--- config.mk ---
export PLATFORM = sky130hd
export DESIGN_NAME = key_sequence_matcher
export DESIGN_NICKNAME = d
export VERILOG_FILES = /design/src/ksm_pkg.sv /design/src/ksm_cell.sv /design/src/key_sequence_matcher.sv
export SDC_FILE = /design/constraint.sdc
export NUM_CORES = 2
export LEC_CHECK = 0
export BUFFER_PORTS_ARGS = -buffer_cell sky130_fd_sc_hd__buf_2
export CORE_MARGIN = 2
export CORE_UTILIZATION = 67
export CTS_CLUSTER_DIAMETER = 60
export CTS_CLUSTER_SIZE = 14
export DETAILED_ROUTE_END_ITERATION = 8
export PLACE_DENSITY = 0.89
export SLEW_MARGIN = 20
export SYNTH_ARGS = -nofsm -noshare
export SYNTH_HDL_FRONTEND = slang
export SYNTH_HIERARCHICAL = 1
export SYNTH_SLANG_ARGS = --single-unit
--- constraint.sdc ---
create_clock -name clk -period 18.2 [get_ports clk]
set_clock_uncertainty 0.2 [all_clocks]
set_input_delay 3.64 -clock clk [delete_from_list [all_inputs] [get_ports clk]]
set_output_delay 3.64 -clock clk [all_outputs]
set_load 0.01 [all_outputs]
--- src/ksm_pkg.sv ---
// Shared types and constants for the key sequence matcher.
`timescale 1ns / 1ps
`default_nettype none

package ksm_pkg;

  localparam int HIST_W      = 32;
  localparam int LETTER_BITS = 5;
  localparam logic [7:0] LETTER_BASE = 8'h61;  // 'a'
  localparam logic [7:0] LETTER_LAST = 8'h80;  // 'a' + 31
  localparam logic [7:0] UPPER_FIRST = 8'h41;  // 'A'
  localparam logic [7:0] UPPER_LAST  = 8'h5A;  // 'Z'
  localparam logic [7:0] CASE_OFFSET = 8'h20;

  localparam logic OP_KEY   = 1'b0;
  localparam logic OP_WRITE = 1'b1;

  typedef enum logic [1:0] {
    S_IDLE,
    S_MATCH,
    S_RESOLVE,
    S_EMIT
  } ksm_state_t;

  // One pattern table slot as written into a cell.
  typedef struct packed {
    logic [HIST_W-1:0] code;
    logic [HIST_W-1:0] mask;
    logic [3:0]        args;
    logic              valid;
  } ksm_entry_t;

  // Priority data handed from cell to cell along the row.
  typedef struct packed {
    logic       zero_found;
    logic       arg_found;
    logic [3:0] arg_cnt;
  } ksm_chain_t;

  // One result item.
  typedef struct packed {
    logic        consumed;
    logic        fired;
    logic [3:0]  fired_entry;
    logic [3:0]  arg_count;
    logic [63:0] arg_bytes;
  } ksm_res_t;

endpackage

`default_nettype wire

--- src/ksm_cell.sv ---
// One pattern slot: stored entry, masked compare and priority hand-off to the next cell.
`timescale 1ns / 1ps
`default_nettype none

module ksm_cell #(
  parameter int IDX_W    = 4,
  parameter int CELL_IDX = 0
) (
  input  wire                          clk,
  input  wire                          rst_n,
  input  wire                          wr_en,
  input  ksm_pkg::ksm_entry_t          wr_entry,
  input  wire                          match_en,
  input  wire [ksm_pkg::HIST_W-1:0]    history,
  input  ksm_pkg::ksm_chain_t          chain_i,
  input  wire [IDX_W-1:0]              zero_idx_i,
  input  wire [IDX_W-1:0]              arg_idx_i,
  output ksm_pkg::ksm_chain_t          chain_o,
  output logic [IDX_W-1:0]             zero_idx_o,
  output logic [IDX_W-1:0]             arg_idx_o
);
  import ksm_pkg::*;

  logic [HIST_W-1:0] code_r;
  logic [HIST_W-1:0] mask_r;
  logic [3:0]        args_r;
  logic              en_r;
  logic              zero_hit_r;
  logic              arg_hit_r;
  logic              hit;

  assign hit = en_r && ((history & mask_r) == code_r);

  always_ff @(posedge clk) begin
    if (!rst_n) begin
      en_r       <= 1'b0;
      zero_hit_r <= 1'b0;
      arg_hit_r  <= 1'b0;
    end else begin
      if (wr_en) begin
        en_r <= wr_entry.valid;
      end
      if (match_en) begin
        zero_hit_r <= hit && (args_r == 4'd0);
        arg_hit_r  <= hit && (args_r != 4'd0);
      end
    end
  end

  always_ff @(posedge clk) begin
    if (wr_en) begin
      code_r <= wr_entry.code;
      mask_r <= wr_entry.mask;
      args_r <= wr_entry.args;
    end
  end

  // Lowest hit without arguments wins; highest hit with arguments wins.
  always_comb begin
    chain_o.zero_found = chain_i.zero_found | zero_hit_r;
    chain_o.arg_found  = chain_i.arg_found | arg_hit_r;
    chain_o.arg_cnt    = arg_hit_r ? args_r : chain_i.arg_cnt;
    zero_idx_o = (zero_hit_r && !chain_i.zero_found) ? IDX_W'(CELL_IDX) : zero_idx_i;
    arg_idx_o  = arg_hit_r ? IDX_W'(CELL_IDX) : arg_idx_i;
  end

endmodule

`default_nettype wire

--- src/key_sequence_matcher.sv ---
// Top level of the key sequence matcher: control, history, argument capture and cell row.
//
// Usage:
//   Input channel (in_valid/in_ready) carries either a key press (in_opcode = key) or a
//   pattern table write (in_opcode = write, slot in in_entry_index). Every transfer
//   yields exactly one result on the output channel (out_valid/out_ready).
//   A letter key in normal mode is shifted 5 bits into the history; in S_MATCH the cell
//   row compares it against all slots and registers the match bits, and in S_RESOLVE the
//   winners are resolved along the cell chain and loaded into the result register.
//   Writes, non-letter keys and keys taken as capture arguments skip the compare and
//   go from res_r to the result register in S_EMIT. The path lengths follow from the
//   registered match bits in each cell and the single output register.
//   One item is in flight at a time; in_ready is high while the control is idle,
//   including while a finished result still waits in the output register.
//   If the receiver stalls, the control holds its pending result until the output
//   register frees, and no new item is taken in the meantime.
//   Reset (rst_n low, synchronous) clears the history, capture state, slot enables
//   and the output valid; slot codes, masks and argument counts stay undefined until
//   written and are only read behind an enabled slot.
`timescale 1ns / 1ps
`default_nettype none

module key_sequence_matcher #(
  parameter int NUM_PATTERNS = 16,
  parameter int MAX_ARGS     = 8
) (
  input  wire         clk,
  input  wire         rst_n,
  input  wire         in_valid,
  output logic        in_ready,
  input  wire         in_opcode,
  input  wire  [7:0]  in_key_code,
  input  wire  [3:0]  in_entry_index,
  input  wire  [31:0] in_entry_code,
  input  wire  [31:0] in_entry_mask,
  input  wire  [3:0]  in_entry_args,
  input  wire         in_entry_valid,
  output logic        out_valid,
  input  wire         out_ready,
  output logic        out_consumed,
  output logic        out_fired,
  output logic [3:0]  out_fired_entry,
  output logic [3:0]  out_arg_count,
  output logic [63:0] out_arg_bytes
);
  import ksm_pkg::*;

  localparam int IDX_W = (NUM_PATTERNS > 1) ? $clog2(NUM_PATTERNS) : 1;
  localparam int ARG_W = (MAX_ARGS > 1) ? $clog2(MAX_ARGS) : 1;

  // Control and capture state.
  ksm_state_t        state_r, state_nxt;
  logic [HIST_W-1:0] history_r, history_nxt;
  logic [IDX_W-1:0]  pending_r, pending_nxt;
  logic [3:0]        args_rem_r, args_rem_nxt;
  logic [3:0]        args_total_r, args_total_nxt;
  ksm_res_t          res_r, res_nxt;
  logic              out_valid_r, out_valid_nxt;
  ksm_res_t          out_res_r, out_res_nxt;

  // Argument buffer: one byte per position, written in key order.
  logic [7:0]        arg_buf_r [MAX_ARGS];
  logic              buf_we;
  logic [ARG_W-1:0]  buf_wa;

  logic              in_xfer;
  logic              out_free;
  logic [7:0]        key_lc;
  logic              is_letter;
  logic [3:0]        cap_pos;
  ksm_entry_t        wr_entry;
  logic [3:0]        wr_args;

  // Cell row wiring.
  ksm_chain_t        chain [NUM_PATTERNS+1];
  logic [IDX_W-1:0]  zero_idx [NUM_PATTERNS+1];
  logic [IDX_W-1:0]  arg_idx [NUM_PATTERNS+1];

  assign in_ready = (state_r == S_IDLE);
  assign in_xfer  = in_valid && in_ready;
  assign out_free = !out_valid_r || out_ready;

  // Lowercase only 'A'..'Z'; everything else passes through.
  assign key_lc = ((in_key_code >= UPPER_FIRST) && (in_key_code <= UPPER_LAST)) ?
                  (in_key_code + CASE_OFFSET) : in_key_code;
  assign is_letter = (key_lc >= LETTER_BASE) && (key_lc <= LETTER_LAST);

  assign cap_pos = args_total_r - args_rem_r;

  // Saturate the argument count of a slot write.
  assign wr_args = (in_entry_args > 4'(MAX_ARGS)) ? 4'(MAX_ARGS) : in_entry_args;
  assign wr_entry = '{code: in_entry_code, mask: in_entry_mask,
                      args: wr_args, valid: in_entry_valid};

  assign chain[0]    = '0;
  assign zero_idx[0] = '0;
  assign arg_idx[0]  = '0;

  for (genvar g = 0; g < NUM_PATTERNS; g++) begin : g_cell
    logic wr_sel;
    // Slots beyond the 4-bit index field are never selected.
    assign wr_sel = in_xfer && (in_opcode == OP_WRITE) && (32'(in_entry_index) == g);

    ksm_cell #(
      .IDX_W   (IDX_W),
      .CELL_IDX(g)
    ) u_cell (
      .clk       (clk),
      .rst_n     (rst_n),
      .wr_en     (wr_sel),
      .wr_entry  (wr_entry),
      .match_en  (state_r == S_MATCH),
      .history   (history_r),
      .chain_i   (chain[g]),
      .zero_idx_i(zero_idx[g]),
      .arg_idx_i (arg_idx[g]),
      .chain_o   (chain[g+1]),
      .zero_idx_o(zero_idx[g+1]),
      .arg_idx_o (arg_idx[g+1])
    );
  end

  // Next state, capture bookkeeping and result assembly.
  always_comb begin
    state_nxt      = state_r;
    history_nxt    = history_r;
    pending_nxt    = pending_r;
    args_rem_nxt   = args_rem_r;
    args_total_nxt = args_total_r;
    res_nxt        = res_r;
    out_valid_nxt  = out_valid_r && !out_ready;
    out_res_nxt    = out_res_r;
    buf_we         = 1'b0;
    buf_wa         = cap_pos[ARG_W-1:0];

    case (state_r)
      S_IDLE: begin
        if (in_xfer) begin
          res_nxt   = '0;
          state_nxt = S_EMIT;
          if (in_opcode == OP_KEY) begin
            if (args_rem_r != 4'd0) begin
              // Capture mode: store the key, fire on the last one.
              buf_we           = 1'b1;
              args_rem_nxt     = args_rem_r - 4'd1;
              res_nxt.consumed = 1'b1;
              if (args_rem_r == 4'd1) begin
                res_nxt.fired       = 1'b1;
                res_nxt.fired_entry = 4'(pending_r);
                res_nxt.arg_count   = args_total_r;
                for (int i = 0; i < MAX_ARGS; i++) begin
                  if (4'(i) < args_total_r) begin
                    res_nxt.arg_bytes[8*i +: 8] =
                      (4'(i) == cap_pos) ? key_lc : arg_buf_r[i];
                  end
                end
              end
            end else if (!is_letter) begin
              // Drop the history on anything outside the letter span.
              history_nxt = '0;
            end else begin
              history_nxt = {history_r[HIST_W-LETTER_BITS-1:0],
                             key_lc[LETTER_BITS-1:0] - LETTER_BASE[LETTER_BITS-1:0]};
              state_nxt   = S_MATCH;
            end
          end
        end
      end
      S_MATCH: begin
        state_nxt = S_RESOLVE;
      end
      S_RESOLVE: begin
        // Hold the resolved match until the output register frees.
        if (out_free) begin
          out_valid_nxt         = 1'b1;
          out_res_nxt           = '0;
          out_res_nxt.consumed  = chain[NUM_PATTERNS].zero_found |
                                  chain[NUM_PATTERNS].arg_found;
          out_res_nxt.fired     = chain[NUM_PATTERNS].zero_found;
          if (chain[NUM_PATTERNS].zero_found) begin
            out_res_nxt.fired_entry = 4'(zero_idx[NUM_PATTERNS]);
          end
          if (chain[NUM_PATTERNS].arg_found) begin
            // Arm the capture for the highest matching slot with arguments.
            pending_nxt    = arg_idx[NUM_PATTERNS];
            args_rem_nxt   = chain[NUM_PATTERNS].arg_cnt;
            args_total_nxt = chain[NUM_PATTERNS].arg_cnt;
          end
          state_nxt = S_IDLE;
        end
      end
      S_EMIT: begin
        if (out_free) begin
          out_valid_nxt = 1'b1;
          out_res_nxt   = res_r;
          state_nxt     = S_IDLE;
        end
      end
      default: begin
        state_nxt = S_IDLE;
      end
    endcase
  end

  always_ff @(posedge clk) begin
    if (!rst_n) begin
      state_r      <= S_IDLE;
      history_r    <= '0;
      pending_r    <= '0;
      args_rem_r   <= '0;
      args_total_r <= '0;
      out_valid_r  <= 1'b0;
    end else begin
      state_r      <= state_nxt;
      history_r    <= history_nxt;
      pending_r    <= pending_nxt;
      args_rem_r   <= args_rem_nxt;
      args_total_r <= args_total_nxt;
      out_valid_r  <= out_valid_nxt;
    end
  end

  always_ff @(posedge clk) begin
    res_r     <= res_nxt;
    out_res_r <= out_res_nxt;
    if (buf_we) begin
      arg_buf_r[buf_wa] <= key_lc;
    end
  end

  assign out_valid       = out_valid_r;
  assign out_consumed    = out_res_r.consumed;
  assign out_fired       = out_res_r.fired;
  assign out_fired_entry = out_res_r.fired_entry;
  assign out_arg_count   = out_res_r.arg_count;
  assign out_arg_bytes   = out_res_r.arg_bytes;

`ifndef SYNTHESIS
  // Remaining argument count never exceeds the armed total.
  a_rem_le_total: assert property (@(posedge clk) disable iff (!rst_n)
    args_rem_r <= args_total_r)
    else $error("capture count above armed total");

  // A transfer always starts work that blocks the next one: in_ready drops in the next cycle.
  a_one_in_flight: assert property (@(posedge clk) disable iff (!rst_n)
    in_xfer |=> !in_ready)
    else $error("second item taken while one is in flight");

  // Resolving an argument match arms the capture.
  a_capture_armed: assert property (@(posedge clk) disable iff (!rst_n)
    (state_r == S_RESOLVE) && out_free && chain[NUM_PATTERNS].arg_found
      |=> (args_rem_r != 4'd0) && (args_rem_r == args_total_r))
    else $error("argument match did not arm capture");
`endif

endmodule

`default_nettype wire
# Word-level counts from Yosys, hierarchy flattened
# Memory sizes are Yosys's and may differ from the RTL's.
# Index checks and enable logic that the tools add are counted.
word_totals:
  register_bits: 1331
  mem_count: 1
  out_inout_bits: 76
  mem_bits_rw: 64
  elab_cells: 492
  input_bits: 86
op_classes:
  n_bitwise: 58
  order_cmp: 13
  n_mux: 91
  n_reduce_logical: 157
  addsub: 4
  eq_ne: 49
memory_table:
  columns: ["name", "words", "width", "rd", "rd_clocked_by_memory_dff", "wr", "line", "text"]
  rows:
  - ["arg_buf_r", 8, 8, 8, 0, 1, "key_sequence_matcher.sv:62", "logic [7:0] arg_buf_r [MAX_ARGS];"]
op_table:
  columns: ["operator", "n"]
  rows:
  - ["$and A32 B32 Y32", 16]
  - ["$eq A32 B32 Y1", 16]
  - ["$mux W74", 3]
  - ["$mux W4", 39]
  - ["$pmux W74 S2", 1]
  - ["$mux W8", 17]
  - ["$logic_and A1 B1 Y1", 84]
  - ["$mux W73", 1]
  - ["$logic_not A4 Y1", 18]
  - ["$reduce_bool A4 Y1", 17]
  - ["$eq A4 B4 Y1 const B", 8]
  - ["$mux W32", 1]
  - ["$reduce_or A4 Y1", 8]
  - ["$or A1 B1 Y1", 31]
  - ["$mux W3", 8]
  - ["$mux W2", 9]
  - ["$logic_not A1 Y1", 17]
  - ["$eq A3 B4 Y1 const A", 4]
  - ["$eq A4 B3 Y1 const B", 4]
  - ["$ge A8 B7 Y1 const B", 2]
  - ["$lt A3 B4 Y1 const A", 4]
  - ["$not A1 Y1", 11]
  - ["$mux W1", 10]
  - ["$add A8 B6 Y8 const B", 1]
  - ["other kinds (27)", 42]

# Logic depth before layout (Yosys ltp)
logic_depth:
  ltp_word: 20
  depth_mapped: 22
  depth_no_buf: 20

# Modules after synthesis
# Netlist, hierarchy kept.
by_module_without_submodules:
  columns: ["mod", "seq_area_each_um2", "n_inst", "cells_each", "area_each_um2"]
  rows:
  - ["ksm_cell", 2102.0, 16, 176, 2803.9]
  - ["key_sequence_matcher", 7307.0, 1, 847, 10560.1]

# Least setup slack after synthesis
# Ideal clock, no wire load.
synth_path:
  path_type: "input -> register"
  start: "in in_valid"
  end: "reg g_cell[2].u_cell.en_r"
  cell_stages: 5
  t_required_ps: 17878
  setup_time_ps: 122
  t_arrival_ps: 12620
  path_buffers: 0
  path_slack_ps: 5258
  cell_sequence: "nor3b_2 -> nand4b_1 -> nor3_1 -> mux2i_1 -> nor2b_1"
synth_via:
  elab_chain_cells: 3
synth_lines:
  columns: ["element", "line", "text"]
  rows:
  - ["from (decl)", "key_sequence_matcher.sv:29", "input wire in_valid,"]
  - ["$logic_and A1 B1 Y1", "key_sequence_matcher.sv:80", "assign in_xfer = in_valid && in_ready;"]
  - ["$logic_and A1 B1 Y1 (2 in series)", "key_sequence_matcher.sv:102", "assign wr_sel = in_xfer && (in_opcode == OP_WRITE) && (32'(in_entry_index) == g);"]
  - ["named net g_cell[2].wr_sel", "key_sequence_matcher.sv:100", "logic wr_sel;"]
  - ["to (signal assigned)", "ksm_cell.sv:41", "en_r <= wr_entry.valid;"]
  - ["to (decl)", "ksm_cell.sv:27", "logic en_r;"]
# The timed path passes the listed nets, and every way through them passes these cells.
# A chain may end at the register's enable or synchronous reset.

==> results.md <==
- TritonCTS clock tree: built
- Final Max Slew Viols: 0
- Die height: 292 µm
- WP data required: 18.58 ns
- Critical Path End Type: flip-flop
- Share of cells above drive strength 1: 14.0%
- EDFF count, synth: 1300
- Yosys warns: 6
- Root Buffer Master: clkbuf_16
- WS Path Type: input port to flip-flop
- Fin. Hold Viols: 0
- Seq pwr share: 58.8%
- Pint: 4760 µW
- Die area: 85000 µm²
- Critical path arrival: 6.49 ns
- Post-route DRC violation count: 0
- Setup TNS: 0 ns
- CP startpoint kind: input port
- Worst-path clk slew: 0.07 ns
- 1st-pass router iterations: 6
- Row Count: 105
- Area of the core: 82000 µm²
- Count of hold-fix buffers inserted at cts: 0
- Post-CTS resize count: 0
- Pwr/cell area: 98.9 nW/µm²
- Seq/Total Area, Yosys: 73.9%
- Largest net degree at the start of global routing: 80
- Fraction of registers with async set/reset: 0%
- Vias per cell: 6.66
- Fmax: 164 MHz
- Switching share of power: 21.5%
- First-pass GRT wire length: 204000 µm
- Leakage: 0.0201 µW
- HPWL after DPL: 82400 µm
- I/O Buffers: 161
- Yosys cell types: 59
- # setup viols final: 0
- Hold Crit Class: flip-flop to flip-flop
- Net switching power: 1300 µW
- Antenna violations before repair: 5
- Final min period: 6.12 ns
- GPL Wtd Cong: 0.897
- Least-Margin Pin Slew: 1.25 ns
- Total wire length: 139000 µm
- GRT Max-Usage Layer: met2
- Crit-path max FO: 66
- Area Overhead vs Synth: 10.5%
- Max-slew headroom: 16.0%
- Synth Cell Area: 55400 µm²
- Clk pwr share: 36.9%
- RSZ-0062 raised after global routing: false
- Routing usage on met3: 6.94%
- CTS buffer count: 111
- Drt wl/cell: 27.3 µm
- Initial DRC count: 4763
- Post-DRT Antenna Nets: 0
- Vias in the first global route: 33300
- Sinks on the clock net: 1395
- Run status: completed
- Top Ports: 162
- Grt ovf: 0
- Worst skew pair latency: 0.72 ns
- Met2 Use GR: 53.8%
- Initial core utilization: 67.6%
- Via Count: 33900
- Most common cell after layout, fill and taps aside: edfxtp_1
- Synth Instances: 3663
- Clock Path Buffers: 3
- Final net count: 4036
- Average size of a mapped cell: 15.1 µm²
- Worst hold margin: 0.278 ns
- Gate power share: 4.3%
- Period utilization: 33.6%
- Met1 GRT Util: 40.7%
- H-tree levels: 3
- Post-synth top flop: edfxtp_1
- Postcts setup bufs: 0
- Flops & latches, synth: 1395
- Peak VDD IR: 0.0936 mV
- Die width: 292 µm
- GRT Util Overall: 32.5%
- Max-cap violations: 0
- Commonest non-fill, non-tap cells in the layout: edfxtp_1 (1300), nand2_1 (526), xnor2_1 (291)
metal layers:
layer	wire length, µm	vias up	share of wire (%)
met4	8350	6	6.0
met2	67500	2438	49
met1	46300	16600	33
met5	42	-	0.030
met3	16600	504	12
li1	-	14400	-
per-stage QoR:
stage	utilization, %	worst slack [ns]	std cells	total power [µW]	cell area (µm²)
finish	74.7	12.08	5083	6060	61300
CTS	74.6	12.09	5077	6060	61200
detailed placement	70.7	11.36	4894	3880	58000
global placement	70.6	11.57	4892	3870	57900
global route	74.7	11.80	5080	6210	61200
floorplan	-	5.26	3677	3770	55500
area by class of cell:
| cell class | count | area, µm² |
|---|---|---|
| Timing Repair Buffer | 214 | 1230 |
| Sequential cell | 1395 | 40900 |
| Tap cell | 1070 | 1340 |
| Fill cell | 4368 | 20700 |
| Multi-Input combinational cell | 2205 | 14500 |
| Clock buffer | 170 | 3010 |
| Clock inverter | 13 | 218 |
| Inverter | 13 | 48.8 |
| Antenna cell | 3 | 7.51 |
synthesized netlist by cell type (all sizes together), types with 2 or more instances:
library cell  number  area [µm²]
o22a              16         140
o21ai             17        92.6
and4b             16         160
nand2b            53         332
nor4              83         519
xnor2            291        2550
nand3             87         435
a21boi            41         308
inv               13        48.8
o2111ai           16         140
a211oi            46         345
or2               64         400
edfxtp          1300       39000
nor2b             75         469
nand3b             2        15.0
mux2i             46         460
nand4             35         219
xor2               3        33.8
o22ai             79         494
nor3              24         200
dfxtp             95        1900
a21oi            148         778
a2111oi           16         440
a31oi              3        18.8
o21a               2        15.0
and3b             34         298
o211ai             5        37.5
buf               10        47.5
a21o              35         263
nand2            526        1970
nor2              84         315
ha                 9         113
clkbuf            54         203
mux2              64         721
a22o              16         140
and2              42         263
o31ai             34         335
and3             167        1040
state kept, by name, indices dropped and copies added (netlist names):
signal	flops
res_r	74
out_arg_bytes	64
g_cell.u_cell/args_r	64
g_cell.u_cell/code_r	512
out_consumed	1
pending_r	4
history_r	32
state_r	2
out_arg_count	4
g_cell.u_cell/mask_r	512
arg_buf_r	64
args_rem_r	4
out_fired_entry	4
g_cell.u_cell/zero_hit_r	16
g_cell.u_cell/en_r	16
out_fired	1
out_valid	1
g_cell.u_cell/arg_hit_r	16
args_total_r	4
power by group through the flow:
| stage | Sequential (µW) | Combinational, µW | Clock, µW |
|---|---|---|---|
| after floorplan | 3640 | 130 | 0 |
| after global placement | 3630 | 239 | 0 |
| after detailed placement | 3630 | 247 | 0 |
| after CTS | 3560 | 251 | 2250 |
| after global routing | 3560 | 276 | 2370 |
| final | 3560 | 259 | 2240 |
worst max-delay path, cell delays in order:
cell and delay, ns:
buf_4 0.54, o2111ai_1 0.31, nor4_1 0.80, nand4_1 0.68, o31ai_1 0.47
cells by family after synthesis:
logic type	count (synthesis)	share of synthesized area [%]
buffers and inverters	77	0.540
and+or+nand+nor	1296	12.1
xor gates and xnor gates	294	4.66
DFF	1395	73.9
AOI/OAI and AO/OA	480	6.50
muxes	110	2.13
adders and majority gates	10	0.239
other	1	0.00677
final timing paths:
path / start / end / slack, ns / cells past startpoint
max: rst_n / g_cell[12].u_cell/zero_hit_r / 12.08 / 5
min reg2reg: pending_r[1] / pending_r[1] / 0.28 / 2
min: pending_r[1] / pending_r[1] / 0.28 / 2
max reg2reg: g_cell[0].u_cell/arg_hit_r / args_rem_r[1] / 12.10 / 20
No activity file was read; power rests on OpenSTA's default activity.
